==> config.mk <==
export PLATFORM = sky130hd
export DESIGN_NAME = line_position_estimator_top
export DESIGN_NICKNAME = d
export VERILOG_FILES = /design/src/lpe_pkg.sv /design/src/lpe_addsub.sv /design/src/line_position_estimator_top.sv
export SDC_FILE = /design/constraint.sdc
export NUM_CORES = 1
export LEC_CHECK = 0
export ABC_AREA = 0
export BUFFER_PORTS_ARGS = -buffer_cell sky130_fd_sc_hd__buf_4
export CELL_PAD_IN_SITES_DETAIL_PLACEMENT = 0
export CELL_PAD_IN_SITES_GLOBAL_PLACEMENT = 1
export CORE_MARGIN = 4
export CORE_UTILIZATION = 25
export DETAILED_ROUTE_END_ITERATION = 16
export PLACE_DENSITY_LB_ADDON = 0.1
export SKIP_LAST_GASP = 1
export SLEW_MARGIN = 15
export SYNTH_ARGS = -nofsm -noshare
export SYNTH_HDL_FRONTEND = slang
export SYNTH_SLANG_ARGS = --single-unit
==> constraint.sdc <==
create_clock -name clk -period 16 [get_ports clk]
set_clock_uncertainty 0.05 [all_clocks]
set_input_delay 3.2 -clock clk [delete_from_list [all_inputs] [get_ports clk]]
set_output_delay 3.2 -clock clk [all_outputs]
set_load 0.05 [all_outputs]
==> src/lpe_pkg.sv <==
// ----------------------------------------------------------------------------
// lpe_pkg
// Shared constants, types and codes for the line position estimator.
// ----------------------------------------------------------------------------
package lpe_pkg;

    localparam int SENSOR_COUNT = 8;
    localparam int SAMPLE_W     = 10;
    localparam int POS_W        = 13;
    localparam int CFG_W        = 10;
    localparam int CFG_INDEX_W  = 1;
    localparam int STEP_SCALE   = 1000;

    localparam int MAX_POS    = (SENSOR_COUNT - 1) * STEP_SCALE;
    localparam int CENTRE_POS = MAX_POS / 2;
    localparam int SAMPLE_MAX = (1 << SAMPLE_W) - 1;

    // plain sum, quotient and accumulator widths
    localparam int PLAIN_W = $clog2(SENSOR_COUNT * SAMPLE_MAX + 1);
    localparam int Q_W     = $clog2(MAX_POS + 1);
    // weighted <= MAX_POS * plain, so this holds it and the shifted divisor
    localparam int ACC_W   = PLAIN_W + Q_W;
    localparam int PROD_W  = SAMPLE_W + Q_W;
    localparam int CNT_W   = $clog2(SENSOR_COUNT);
    localparam int DCNT_W  = $clog2(Q_W);

    localparam logic [Q_W-1:0]   STEP_Q      = Q_W'(STEP_SCALE);
    localparam logic [POS_W-1:0] MAX_POS_P   = POS_W'(MAX_POS);
    localparam logic [POS_W-1:0] CENTRE_P    = POS_W'(CENTRE_POS);
    localparam logic [CFG_W-1:0] NOISE_RESET = CFG_W'(50);
    localparam logic [CFG_W-1:0] LINE_RESET  = CFG_W'(200);

    // register indexes
    localparam logic [CFG_INDEX_W-1:0] REG_NOISE_THRESHOLD = 1'b0;
    localparam logic [CFG_INDEX_W-1:0] REG_LINE_THRESHOLD  = 1'b1;

    typedef enum logic [2:0] {
        ST_IDLE,
        ST_ACC,
        ST_CHECK,
        ST_DIV,
        ST_DONE
    } state_t;

    typedef struct packed {
        logic [ACC_W-1:0] a;
        logic [ACC_W-1:0] b;
        logic             sub;
    } alu_req_t;

    typedef struct packed {
        logic [ACC_W-1:0] sum;
        logic             carry;  // on subtract: 1 means no borrow
    } alu_rsp_t;

endpackage

==> src/lpe_addsub.sv <==
// ----------------------------------------------------------------------------
// lpe_addsub
// Shared add/subtract unit: accumulates products, then does the trial
// subtractions of the restoring divide.
// ----------------------------------------------------------------------------
module lpe_addsub
    import lpe_pkg::*;
(
    input  alu_req_t req,
    output alu_rsp_t rsp
);

    logic [ACC_W-1:0] b_op;
    logic [ACC_W:0]   total;

    assign b_op  = req.sub ? ~req.b : req.b;
    assign total = {1'b0, req.a} + {1'b0, b_op} + {{ACC_W{1'b0}}, req.sub};

    assign rsp.sum   = total[ACC_W-1:0];
    assign rsp.carry = total[ACC_W];

endmodule

==> src/line_position_estimator_top.sv <==
// ----------------------------------------------------------------------------
// line_position_estimator_top
// Weighted line position over a row of reflectance sensors. One frame of
// samples is taken per beat; one result beat is given per frame. A frame with
// a line goes, from acceptance to the next ready, through the accepting beat,
// the multiply-accumulate at one sample per cycle, the check state, the
// divide at one quotient bit per cycle through the shared add/subtract unit,
// and the result state, which waits on result_ready. A frame with no line
// skips the divide. sample_ready is low from acceptance until the result
// beat is taken. A frame with no sample above line_threshold, or none above
// noise_threshold, reports 0 or the far extreme depending on which side the
// line was last seen, with line_seen low. Thresholds are written through
// cfg_we/cfg_index/cfg_data and should only change while the block is idle.
// ----------------------------------------------------------------------------
module line_position_estimator_top
    import lpe_pkg::*;
(
    input  logic                   clk,
    input  logic                   rst_n,

    input  logic                   cfg_we,
    input  logic [CFG_INDEX_W-1:0] cfg_index,
    input  logic [CFG_W-1:0]       cfg_data,

    input  logic                   sample_valid,
    output logic                   sample_ready,
    input  logic [SAMPLE_W-1:0]    sample_0,
    input  logic [SAMPLE_W-1:0]    sample_1,
    input  logic [SAMPLE_W-1:0]    sample_2,
    input  logic [SAMPLE_W-1:0]    sample_3,
    input  logic [SAMPLE_W-1:0]    sample_4,
    input  logic [SAMPLE_W-1:0]    sample_5,
    input  logic [SAMPLE_W-1:0]    sample_6,
    input  logic [SAMPLE_W-1:0]    sample_7,

    output logic                   result_valid,
    input  logic                   result_ready,
    output logic [POS_W-1:0]       position,
    output logic                   line_seen
);

    state_t state_reg, state_next;

    logic [CFG_W-1:0]    noise_thr_reg, noise_thr_next;
    logic [CFG_W-1:0]    line_thr_reg, line_thr_next;
    logic [SAMPLE_W-1:0] samp_reg [SENSOR_COUNT];
    logic [SAMPLE_W-1:0] samp_next [SENSOR_COUNT];
    logic [CNT_W-1:0]    cnt_reg, cnt_next;
    logic [DCNT_W-1:0]   dcnt_reg, dcnt_next;
    logic [Q_W-1:0]      weight_reg, weight_next;
    logic [ACC_W-1:0]    acc_reg, acc_next;
    logic [ACC_W-1:0]    div_reg, div_next;
    logic [PLAIN_W-1:0]  plain_reg, plain_next;
    logic [Q_W-1:0]      quot_reg, quot_next;
    logic                seen_reg, seen_next;
    logic [POS_W-1:0]    last_pos_reg, last_pos_next;
    logic [POS_W-1:0]    pos_reg, pos_next;
    logic                line_seen_reg, line_seen_next;

    logic [SAMPLE_W-1:0] cur;
    logic [PROD_W-1:0]   prod;
    alu_req_t            alu_req;
    alu_rsp_t            alu_rsp;

    lpe_addsub u_addsub (
        .req (alu_req),
        .rsp (alu_rsp)
    );

    assign cur  = samp_reg[0];
    assign prod = {{Q_W{1'b0}}, cur} * {{SAMPLE_W{1'b0}}, weight_reg};

    assign sample_ready = (state_reg == ST_IDLE);
    assign result_valid = (state_reg == ST_DONE);
    assign position     = pos_reg;
    assign line_seen    = line_seen_reg;

    always_ff @(posedge clk or negedge rst_n)
    begin
        if (!rst_n)
        begin
            state_reg <= ST_IDLE;
        end
        else
        begin
            state_reg <= state_next;
        end
    end

    always_ff @(posedge clk or negedge rst_n)
    begin
        if (!rst_n)
        begin
            noise_thr_reg <= NOISE_RESET;
            line_thr_reg  <= LINE_RESET;
            last_pos_reg  <= '0;
            cnt_reg       <= '0;
            dcnt_reg      <= '0;
        end
        else
        begin
            noise_thr_reg <= noise_thr_next;
            line_thr_reg  <= line_thr_next;
            last_pos_reg  <= last_pos_next;
            cnt_reg       <= cnt_next;
            dcnt_reg      <= dcnt_next;
        end
    end

    // payload, no reset
    always_ff @(posedge clk)
    begin
        samp_reg      <= samp_next;
        weight_reg    <= weight_next;
        acc_reg       <= acc_next;
        div_reg       <= div_next;
        plain_reg     <= plain_next;
        quot_reg      <= quot_next;
        seen_reg      <= seen_next;
        pos_reg       <= pos_next;
        line_seen_reg <= line_seen_next;
    end

    always_comb
    begin
        state_next     = state_reg;
        noise_thr_next = noise_thr_reg;
        line_thr_next  = line_thr_reg;
        samp_next      = samp_reg;
        cnt_next       = cnt_reg;
        dcnt_next      = dcnt_reg;
        weight_next    = weight_reg;
        acc_next       = acc_reg;
        div_next       = div_reg;
        plain_next     = plain_reg;
        quot_next      = quot_reg;
        seen_next      = seen_reg;
        last_pos_next  = last_pos_reg;
        pos_next       = pos_reg;
        line_seen_next = line_seen_reg;

        alu_req.a   = acc_reg;
        alu_req.b   = ACC_W'(prod);
        alu_req.sub = 1'b0;

        if (cfg_we)
        begin
            case (cfg_index)
                REG_NOISE_THRESHOLD: noise_thr_next = cfg_data;
                REG_LINE_THRESHOLD:  line_thr_next  = cfg_data;
                default: ;
            endcase
        end

        case (state_reg)
            ST_IDLE:
            begin
                if (sample_valid)
                begin
                    samp_next[0] = sample_0;
                    samp_next[1] = sample_1;
                    samp_next[2] = sample_2;
                    samp_next[3] = sample_3;
                    samp_next[4] = sample_4;
                    samp_next[5] = sample_5;
                    samp_next[6] = sample_6;
                    samp_next[7] = sample_7;
                    cnt_next     = '0;
                    weight_next  = '0;
                    acc_next     = '0;
                    plain_next   = '0;
                    seen_next    = 1'b0;
                    state_next   = ST_ACC;
                end
            end

            ST_ACC:
            begin
                if (cur > line_thr_reg)
                begin
                    seen_next = 1'b1;
                end
                if (cur > noise_thr_reg)
                begin
                    acc_next   = alu_rsp.sum;
                    plain_next = plain_reg + PLAIN_W'(cur);
                end
                for (int i = 0; i < SENSOR_COUNT - 1; i++)
                begin
                    samp_next[i] = samp_reg[i + 1];
                end
                samp_next[SENSOR_COUNT - 1] = '0;
                weight_next = weight_reg + STEP_Q;
                cnt_next    = cnt_reg + 1'b1;
                if (cnt_reg == CNT_W'(SENSOR_COUNT - 1))
                begin
                    state_next = ST_CHECK;
                end
            end

            ST_CHECK:
            begin
                if (seen_reg && (plain_reg != '0))
                begin
                    // divisor starts at plain << (Q_W-1), quotient is below 2**Q_W
                    div_next   = ACC_W'(plain_reg) << (Q_W - 1);
                    quot_next  = '0;
                    dcnt_next  = DCNT_W'(Q_W - 1);
                    state_next = ST_DIV;
                end
                else
                begin
                    pos_next       = (last_pos_reg < CENTRE_P) ? '0 : MAX_POS_P;
                    line_seen_next = 1'b0;
                    state_next     = ST_DONE;
                end
            end

            ST_DIV:
            begin
                alu_req.a   = acc_reg;
                alu_req.b   = div_reg;
                alu_req.sub = 1'b1;
                if (alu_rsp.carry)
                begin
                    acc_next = alu_rsp.sum;
                end
                quot_next = {quot_reg[Q_W-2:0], alu_rsp.carry};
                div_next  = div_reg >> 1;
                dcnt_next = dcnt_reg - 1'b1;
                if (dcnt_reg == '0)
                begin
                    pos_next       = POS_W'(quot_next);
                    last_pos_next  = POS_W'(quot_next);
                    line_seen_next = 1'b1;
                    state_next     = ST_DONE;
                end
            end

            ST_DONE:
            begin
                if (result_ready)
                begin
                    state_next = ST_IDLE;
                end
            end

            default:
            begin
                state_next = ST_IDLE;
            end
        endcase
    end

endmodule

======== Yosys cells after proc, flatten, opt, wreduce, memory -nomap -nowiden ========
Cells that the tools add are included.
operators by class
  $add $sub $neg .......................... 6
  multiply operators ...................... 1
  order comparisons ....................... 3
  equal/unequal tests ..................... 14
  muxes and demuxes ....................... 36
  bitwise operators ....................... 2
  reduce and logical (&&, ||, !) cells .... 17
operator list
  cell                    count
  $pmux 80 s2             1
  $mux 26                 5
  $mux 80                 1
  $pmux 13 s2             3
  $pmux 26 s3             1
  $mux 13                 5
  $pmux 26 s2             1
  $add 26x26->27          1
  $add 27x1->27           1
  $mux 27                 1
  $not 26->26             1
  $pmux 12 s2             1
  $mul 10x13->23          1
  $gt 10x10->1            2
  $mux 3                  6
  $pmux 3 s5              1
  $ne 2x2->1 const B      7
  $add 13x10->13          1
  $add 13x10->13 const B  1
  $lt 13x12->1 const B    1
  $reduce_bool 13->1      1
  $mux 12                 1
  $reduce_and 2->1        5
  $reduce_and 3->1        3
  18 further kinds        27
word-level totals
  register bits after elaboration ......... 228
  output and inout port bits .............. 16
  logic and storage cells ................. 101

======== Depth between registers and ports, before layout ========
  depth after elaboration ................. 8
  depth in mapped cells ................... 29
  gate-level depth less buffers ........... 27

======== By module ========
Synthesis repeated with hierarchy kept, for this count alone.
second synthesis, totals
  cells, all modules ...................... 1486
  area total of the unflattened synthesis .. 15077.0 um^2
modules (own cells, without submodules)
  module                       instances  cells an instance  area an instance (um^2)  seq. area each (um^2)
  line_position_estimator_top  1          1259               13410.4                  6468.7
  lpe_addsub                   1          227                1666.6                   0.0

======== Worst setup path after synthesis ========
No wires, ideal clock.
  kind .................................... register to register
  start point ............................. register weight_reg[3]
  end point ............................... register acc_reg[0] (enable)
  arrival ................................. 7.332 ns
  setup slack ............................. 8.203 ns
  cell stages (with the launch flop) ...... 24
  period minus slack after synthesis ...... 7.797 ns
  cells stage by stage .................... edfxtp_1 clkbuf_1 nand2_1 fa_1 fa_1 inv_1 fa_1 fa_1 inv_1 fa_1 inv_1 ha_1 a2111o_1 o211ai_1 a21boi_0 or3_1 a31o_2 ha_1 and3_1 and3_1 nand2_1 o21ai_2 a221oi_2 o21bai_1
on the way
  longest elaborated chain between the ends .. 8
RTL lines
  item                                   RTL line                            text
  start, declared                        line_position_estimator_top.sv:50   logic [Q_W-1:0] weight_reg, weight_next;
  start signal, assigned                 line_position_estimator_top.sv:114  weight_reg <= weight_next;
  $mul 10x13->23 (*)                     line_position_estimator_top.sv:71   assign prod = {{Q_W{1'b0}}, cur} * {{SAMPLE_W{1'b0}}, weight_reg};
  $mux 27 (*)                            line_position_estimator_top.sv:155  case (state_reg)
  $not 26->26                            lpe_addsub.sv:16                    assign b_op = req.sub ? ~req.b : req.b;
  $mux 26 (*)                            lpe_addsub.sv:16
  $add 26x26->27 (*)                     lpe_addsub.sv:17                    assign total = {1'b0, req.a} + {1'b0, b_op} + {{ACC_W{1'b0}}, req.sub};
  $add 27x1->27 (*)                      lpe_addsub.sv:17
  $ne 2x1->1 (no source line) (*)        -
  $reduce_and 4->1 (no source line) (*)  -
  end signal, assigned                   line_position_estimator_top.sv:115  acc_reg <= acc_next;
  end, declared                          line_position_estimator_top.sv:51   logic [ACC_W-1:0] acc_reg, acc_next;
Every way passes the cells marked *; elsewhere a longest branch is shown, timed or not.
A chain may end at the register's enable or synchronous reset.

======== Worst setup path after layout ========
  start point ............................. register samp_reg (netlist bit cur[6])
  end point ............................... register acc_reg[19] (enable)
on the way
  longest elaborated chain between the ends .. 8
RTL lines
  item                                   RTL line                            text
  start, declared                        line_position_estimator_top.sv:46   logic [SAMPLE_W-1:0] samp_reg [SENSOR_COUNT];
  start signal, assigned                 line_position_estimator_top.sv:113  samp_reg <= samp_next;
  $mul 10x13->23                         line_position_estimator_top.sv:71
  $mux 27                                line_position_estimator_top.sv:155
  $not 26->26                            lpe_addsub.sv:16
  $mux 26                                lpe_addsub.sv:16
  $add 26x26->27                         lpe_addsub.sv:17
  $add 27x1->27                          lpe_addsub.sv:17
  $ne 2x1->1 (no source line)            -
  $reduce_and 4->1 (no source line) (*)  -
Marks and branches as above.

==> impl_metrics.sql <==
INSERT INTO impl_metrics (metric_group, metric, value, unit) VALUES
('synth', 'ys_types', '65', ''),
('cts', 'cts_resized', '0', ''),
('route', 'number_of_nets_with_antenna_violations_after_detailed_routing', '0', ''),
('critical_path', 'r2r-start', 'cur[6]$_DFFE_PP_', ''),
('finish', 'syn_to_final_growth', '17.9', '%'),
('timing', 'report.final.setup_viol', '0', ''),
('synth', 'syn-instance-count', '1452', ''),
('route', 'initialDrtViolationCount', '503', ''),
('grt', 'grt_remaining_overflow', '0', ''),
('critical_path', 'timing.critical_path.to_type', 'register', ''),
('synth', 'synth_area', '0.0147', 'mm²'),
('timing', 'final-hold-violation-count', '0', ''),
('critical_path', 'start_kind', 'register', ''),
('timing', 'tightest_slew', '0.945', 'ns'),
('synth', 'ys.warnings.count', '0', ''),
('finish', 'layout.core_utilization', '0.299', ''),
('synth', 'post-synth-top-area-fraction', '0.370', ''),
('route', 'top_layer_reached_by_signal_wires', 'met4', ''),
('place', 'place.detailed.hpwl', '29600', 'µm'),
('route', 'post-route-drc-count', '0', ''),
('place', 'port-buffer-count', '111', ''),
('grt', 'antenna_violations_before_repair', '0', ''),
('critical_path', 'reg2regPathDepth', '22', ''),
('timing', 'setup_total_neg_slack', '0', 'ns'),
('route', 'wl_met3', '1630', 'µm'),
('synth', 'async_reset_ff_frac', '0.185', ''),
('synth', 'yosysSeqAreaShare', '0.440', ''),
('cts', 'worstSkewPairLatency', '0.57', 'ns'),
('synth', 'synth_area_leaders', 'sky130_fd_sc_hd__edfxtp_1 (37%), sky130_fd_sc_hd__ha_1 (9.7%), sky130_fd_sc_hd__fa_1 (8.7%), sky130_fd_sc_hd__nand2_1 (8.3%), sky130_fd_sc_hd__dfrtp_1 (6.0%)', ''),
('timing', 'timing.max_slew.rel_slack', '0.366', ''),
('worst_hold_path', 'worst_hold_path_type', 'reg -> reg', ''),
('synth', 'synth_top_flop_cell', 'sky130_fd_sc_hd__edfxtp_1', ''),
('route', 'routed_wirelength', '40800', 'µm'),
('critical_path', 'timing_worst_setup_path_type', 'reg -> reg', ''),
('grt', 'largest_net_degree_at_the_start_of_global_routing', '79', ''),
('cts', 'cts_buffers', '28', ''),
('finish', 'largest_register_ff_count', '70', ''),
('synth', 'avgSynthCellArea', '10.1', 'µm²'),
('worst_hold_path', 'hold_depth', '1', ''),
('critical_path', 'crit_path_max_fanout', '26', ''),
('critical_path', 'r2r-end', 'acc_reg[19]$_SDFFCE_PN0P_', ''),
('die', 'die_h', '250', 'µm'),
('cts', 'cts.htree.levels', '1', ''),
('critical_path', 'rrSetupSlack', '8.10', 'ns'),
('cts', 'post-cts-setup-buffer-count', '0', ''),
('finish', 'multiInputGateArea', '0.00765', 'mm²'),
('place', 'gp_congestion', '0.760', ''),
('route', 'wl_per_cell', '17.5', 'µm'),
('die', 'io-pin-count', '112', ''),
('run', 'max-cap-violations', '0', ''),
('timing', 'fin_crit_sh', '0.494', ''),
('finish', 'post_route_cells_drive_above_1_share', '0.141', ''),
('timing', 'timing_max_transition_violations_final', '0', ''),
('cts', 'cts_hold_repair.buffers', '0', ''),
('synth', 'yosys.cell_count.top_type', 'sky130_fd_sc_hd__nand2_1', ''),
('cts', 'cts_tree', 'built', ''),
('status', 'status', 'completed', ''),
('grt', 'grt_pass1_vias', '11100', ''),
('route', 'via_per_inst', '4.46', ''),
('route', 'wirelength_met1', '19000', 'µm'),
('timing', 'max_frequency', '127', 'MHz'),
('worst_hold_path', 'min-delay-start', 'quot_reg[9]$_SDFFCE_PN0P_', ''),
('critical_path', 'crit_arrival', '8.03', 'ns'),
('synth', 'number_of_flops_mapped_to_enable_cells_by_yosys', '181', ''),
('synth', 'yosysTopAreaCell', 'sky130_fd_sc_hd__edfxtp_1', ''),
('die', 'dieArea', '0.0627', 'mm²'),
('finish', 'final_net_count', '1822', ''),
('grt', 'globalRouteTotalUtil', '0.129', ''),
('synth', 'yosys_register_bits', '222', ''),
('cts', 'cts_max_path_buffers', '3', ''),
('timing', 'rsz0062_at_grt', 'no', '');
cells by family after synthesis:
group	share of synthesized area
buffers and inverters	0.0416
and+or+nand+nor	0.189
xor gates and xnor gates	0.0250
muxes	0.0209
AOI/OAI and AO/OA	0.0988
adders and majority gates	0.184
DFF	0.440
how the worst max path moves through the flow:
stage / start / endpoint / slack, ns / cells past startpoint
4_1_cts: cur[9]$_DFFE_PP_ / acc_reg[9]$_SDFFCE_PN0P_ / 8.02 / 22
3_3_place_gp: cur[9]$_DFFE_PP_ / acc_reg[15]$_SDFFCE_PN0P_ / 8.11 / 22
5_1_grt: cur[9]$_DFFE_PP_ / acc_reg[13]$_SDFFCE_PN0P_ / 7.35 / 22
6_report: cur[6]$_DFFE_PP_ / acc_reg[19]$_SDFFCE_PN0P_ / 8.10 / 22
2_1_floorplan: weight_reg[3]$_SDFFCE_PN0P_ / acc_reg[0]$_SDFFCE_PN0P_ / 8.20 / 23
3_5_place_dp: cur[9]$_DFFE_PP_ / acc_reg[14]$_SDFFCE_PN0P_ / 8.03 / 22
area by class of cell:
class	instances	share of cell area
multi-input combinational	1070	0.442
sequential	222	0.374
tap	765	0.0553
timing repair buffer	122	0.0529
clock buffer	40	0.0472
inverter	104	0.0226
clock inverter	12	0.00636
antenna	1	0.000144
worst max-delay path, stage by stage (launching register included):
cell and delay [ns]:
sky130_fd_sc_hd__edfxtp_1 0.76, sky130_fd_sc_hd__nand2_1 0.18, sky130_fd_sc_hd__fa_1 0.52, sky130_fd_sc_hd__fa_1 0.49, sky130_fd_sc_hd__inv_1 0.06, sky130_fd_sc_hd__fa_1 0.50
sky130_fd_sc_hd__fa_1 0.55, sky130_fd_sc_hd__inv_1 0.05, sky130_fd_sc_hd__fa_1 0.55, sky130_fd_sc_hd__inv_1 0.05, sky130_fd_sc_hd__ha_1 0.36, sky130_fd_sc_hd__a2111o_1 0.44
sky130_fd_sc_hd__o21ai_0 0.35, sky130_fd_sc_hd__o21ai_0 0.16, sky130_fd_sc_hd__xnor2_1 0.15, sky130_fd_sc_hd__a21boi_0 0.12, sky130_fd_sc_hd__ha_1 0.41, sky130_fd_sc_hd__a21oi_1 0.15
sky130_fd_sc_hd__a21boi_0 0.44, sky130_fd_sc_hd__nand2_1 0.13, sky130_fd_sc_hd__o21ai_2 0.23, sky130_fd_sc_hd__a221oi_2 0.12, sky130_fd_sc_hd__o21bai_4 0.72
metal layers:
| metal | vias to the layer above | track usage |
|---|---|---|
| li1 | 5168 | - |
| met4 | 0 | 0.0293 |
| met2 | 132 | 0.213 |
| met5 | - | 0 |
| met3 | 45 | 0.0247 |
| met1 | 5076 | 0.175 |
placed cells by master, fill, tap and decap left out, types with 8 or more instances in the layout:
master / count
sky130_fd_sc_hd__a21boi_0: 10
sky130_fd_sc_hd__a21o_1: 29
sky130_fd_sc_hd__a21oi_1: 61
sky130_fd_sc_hd__and2_1: 78
sky130_fd_sc_hd__and3_1: 29
sky130_fd_sc_hd__buf_4: 122
sky130_fd_sc_hd__clkbuf_16: 30
sky130_fd_sc_hd__dfrtp_1: 35
sky130_fd_sc_hd__edfxtp_1: 181
sky130_fd_sc_hd__fa_1: 64
sky130_fd_sc_hd__ha_1: 114
sky130_fd_sc_hd__inv_1: 101
sky130_fd_sc_hd__mux2_2: 22
sky130_fd_sc_hd__nand2_1: 324
sky130_fd_sc_hd__nand2b_1: 12
sky130_fd_sc_hd__nand3_1: 15
sky130_fd_sc_hd__nand4_1: 11
sky130_fd_sc_hd__nor2_1: 68
sky130_fd_sc_hd__nor2b_1: 12
sky130_fd_sc_hd__nor3_1: 19
sky130_fd_sc_hd__o211ai_1: 8
sky130_fd_sc_hd__o21a_1: 9
sky130_fd_sc_hd__o21ai_0: 51
sky130_fd_sc_hd__o21bai_1: 8
sky130_fd_sc_hd__or2_2: 9
sky130_fd_sc_hd__xnor2_1: 23
sky130_fd_sc_hd__xor2_1: 19
per-stage QoR:
step	cells	setup slack (ns)	instance area (µm²)	hold WS (ns)
4_1_cts	2335	8.02	17300	0.454
5_1_grt	2335	7.35	17300	0.470
2_1_floorplan	1452	8.20	14700	0.413
3_5_place_dp	2283	8.03	16400	0.441
3_3_place_gp	2283	8.11	16400	0.437
6_report	2336	8.10	17300	0.451
Power is not shown: default switching activity piles up to over one toggle a cycle in this logic, so the estimate is an artifact.
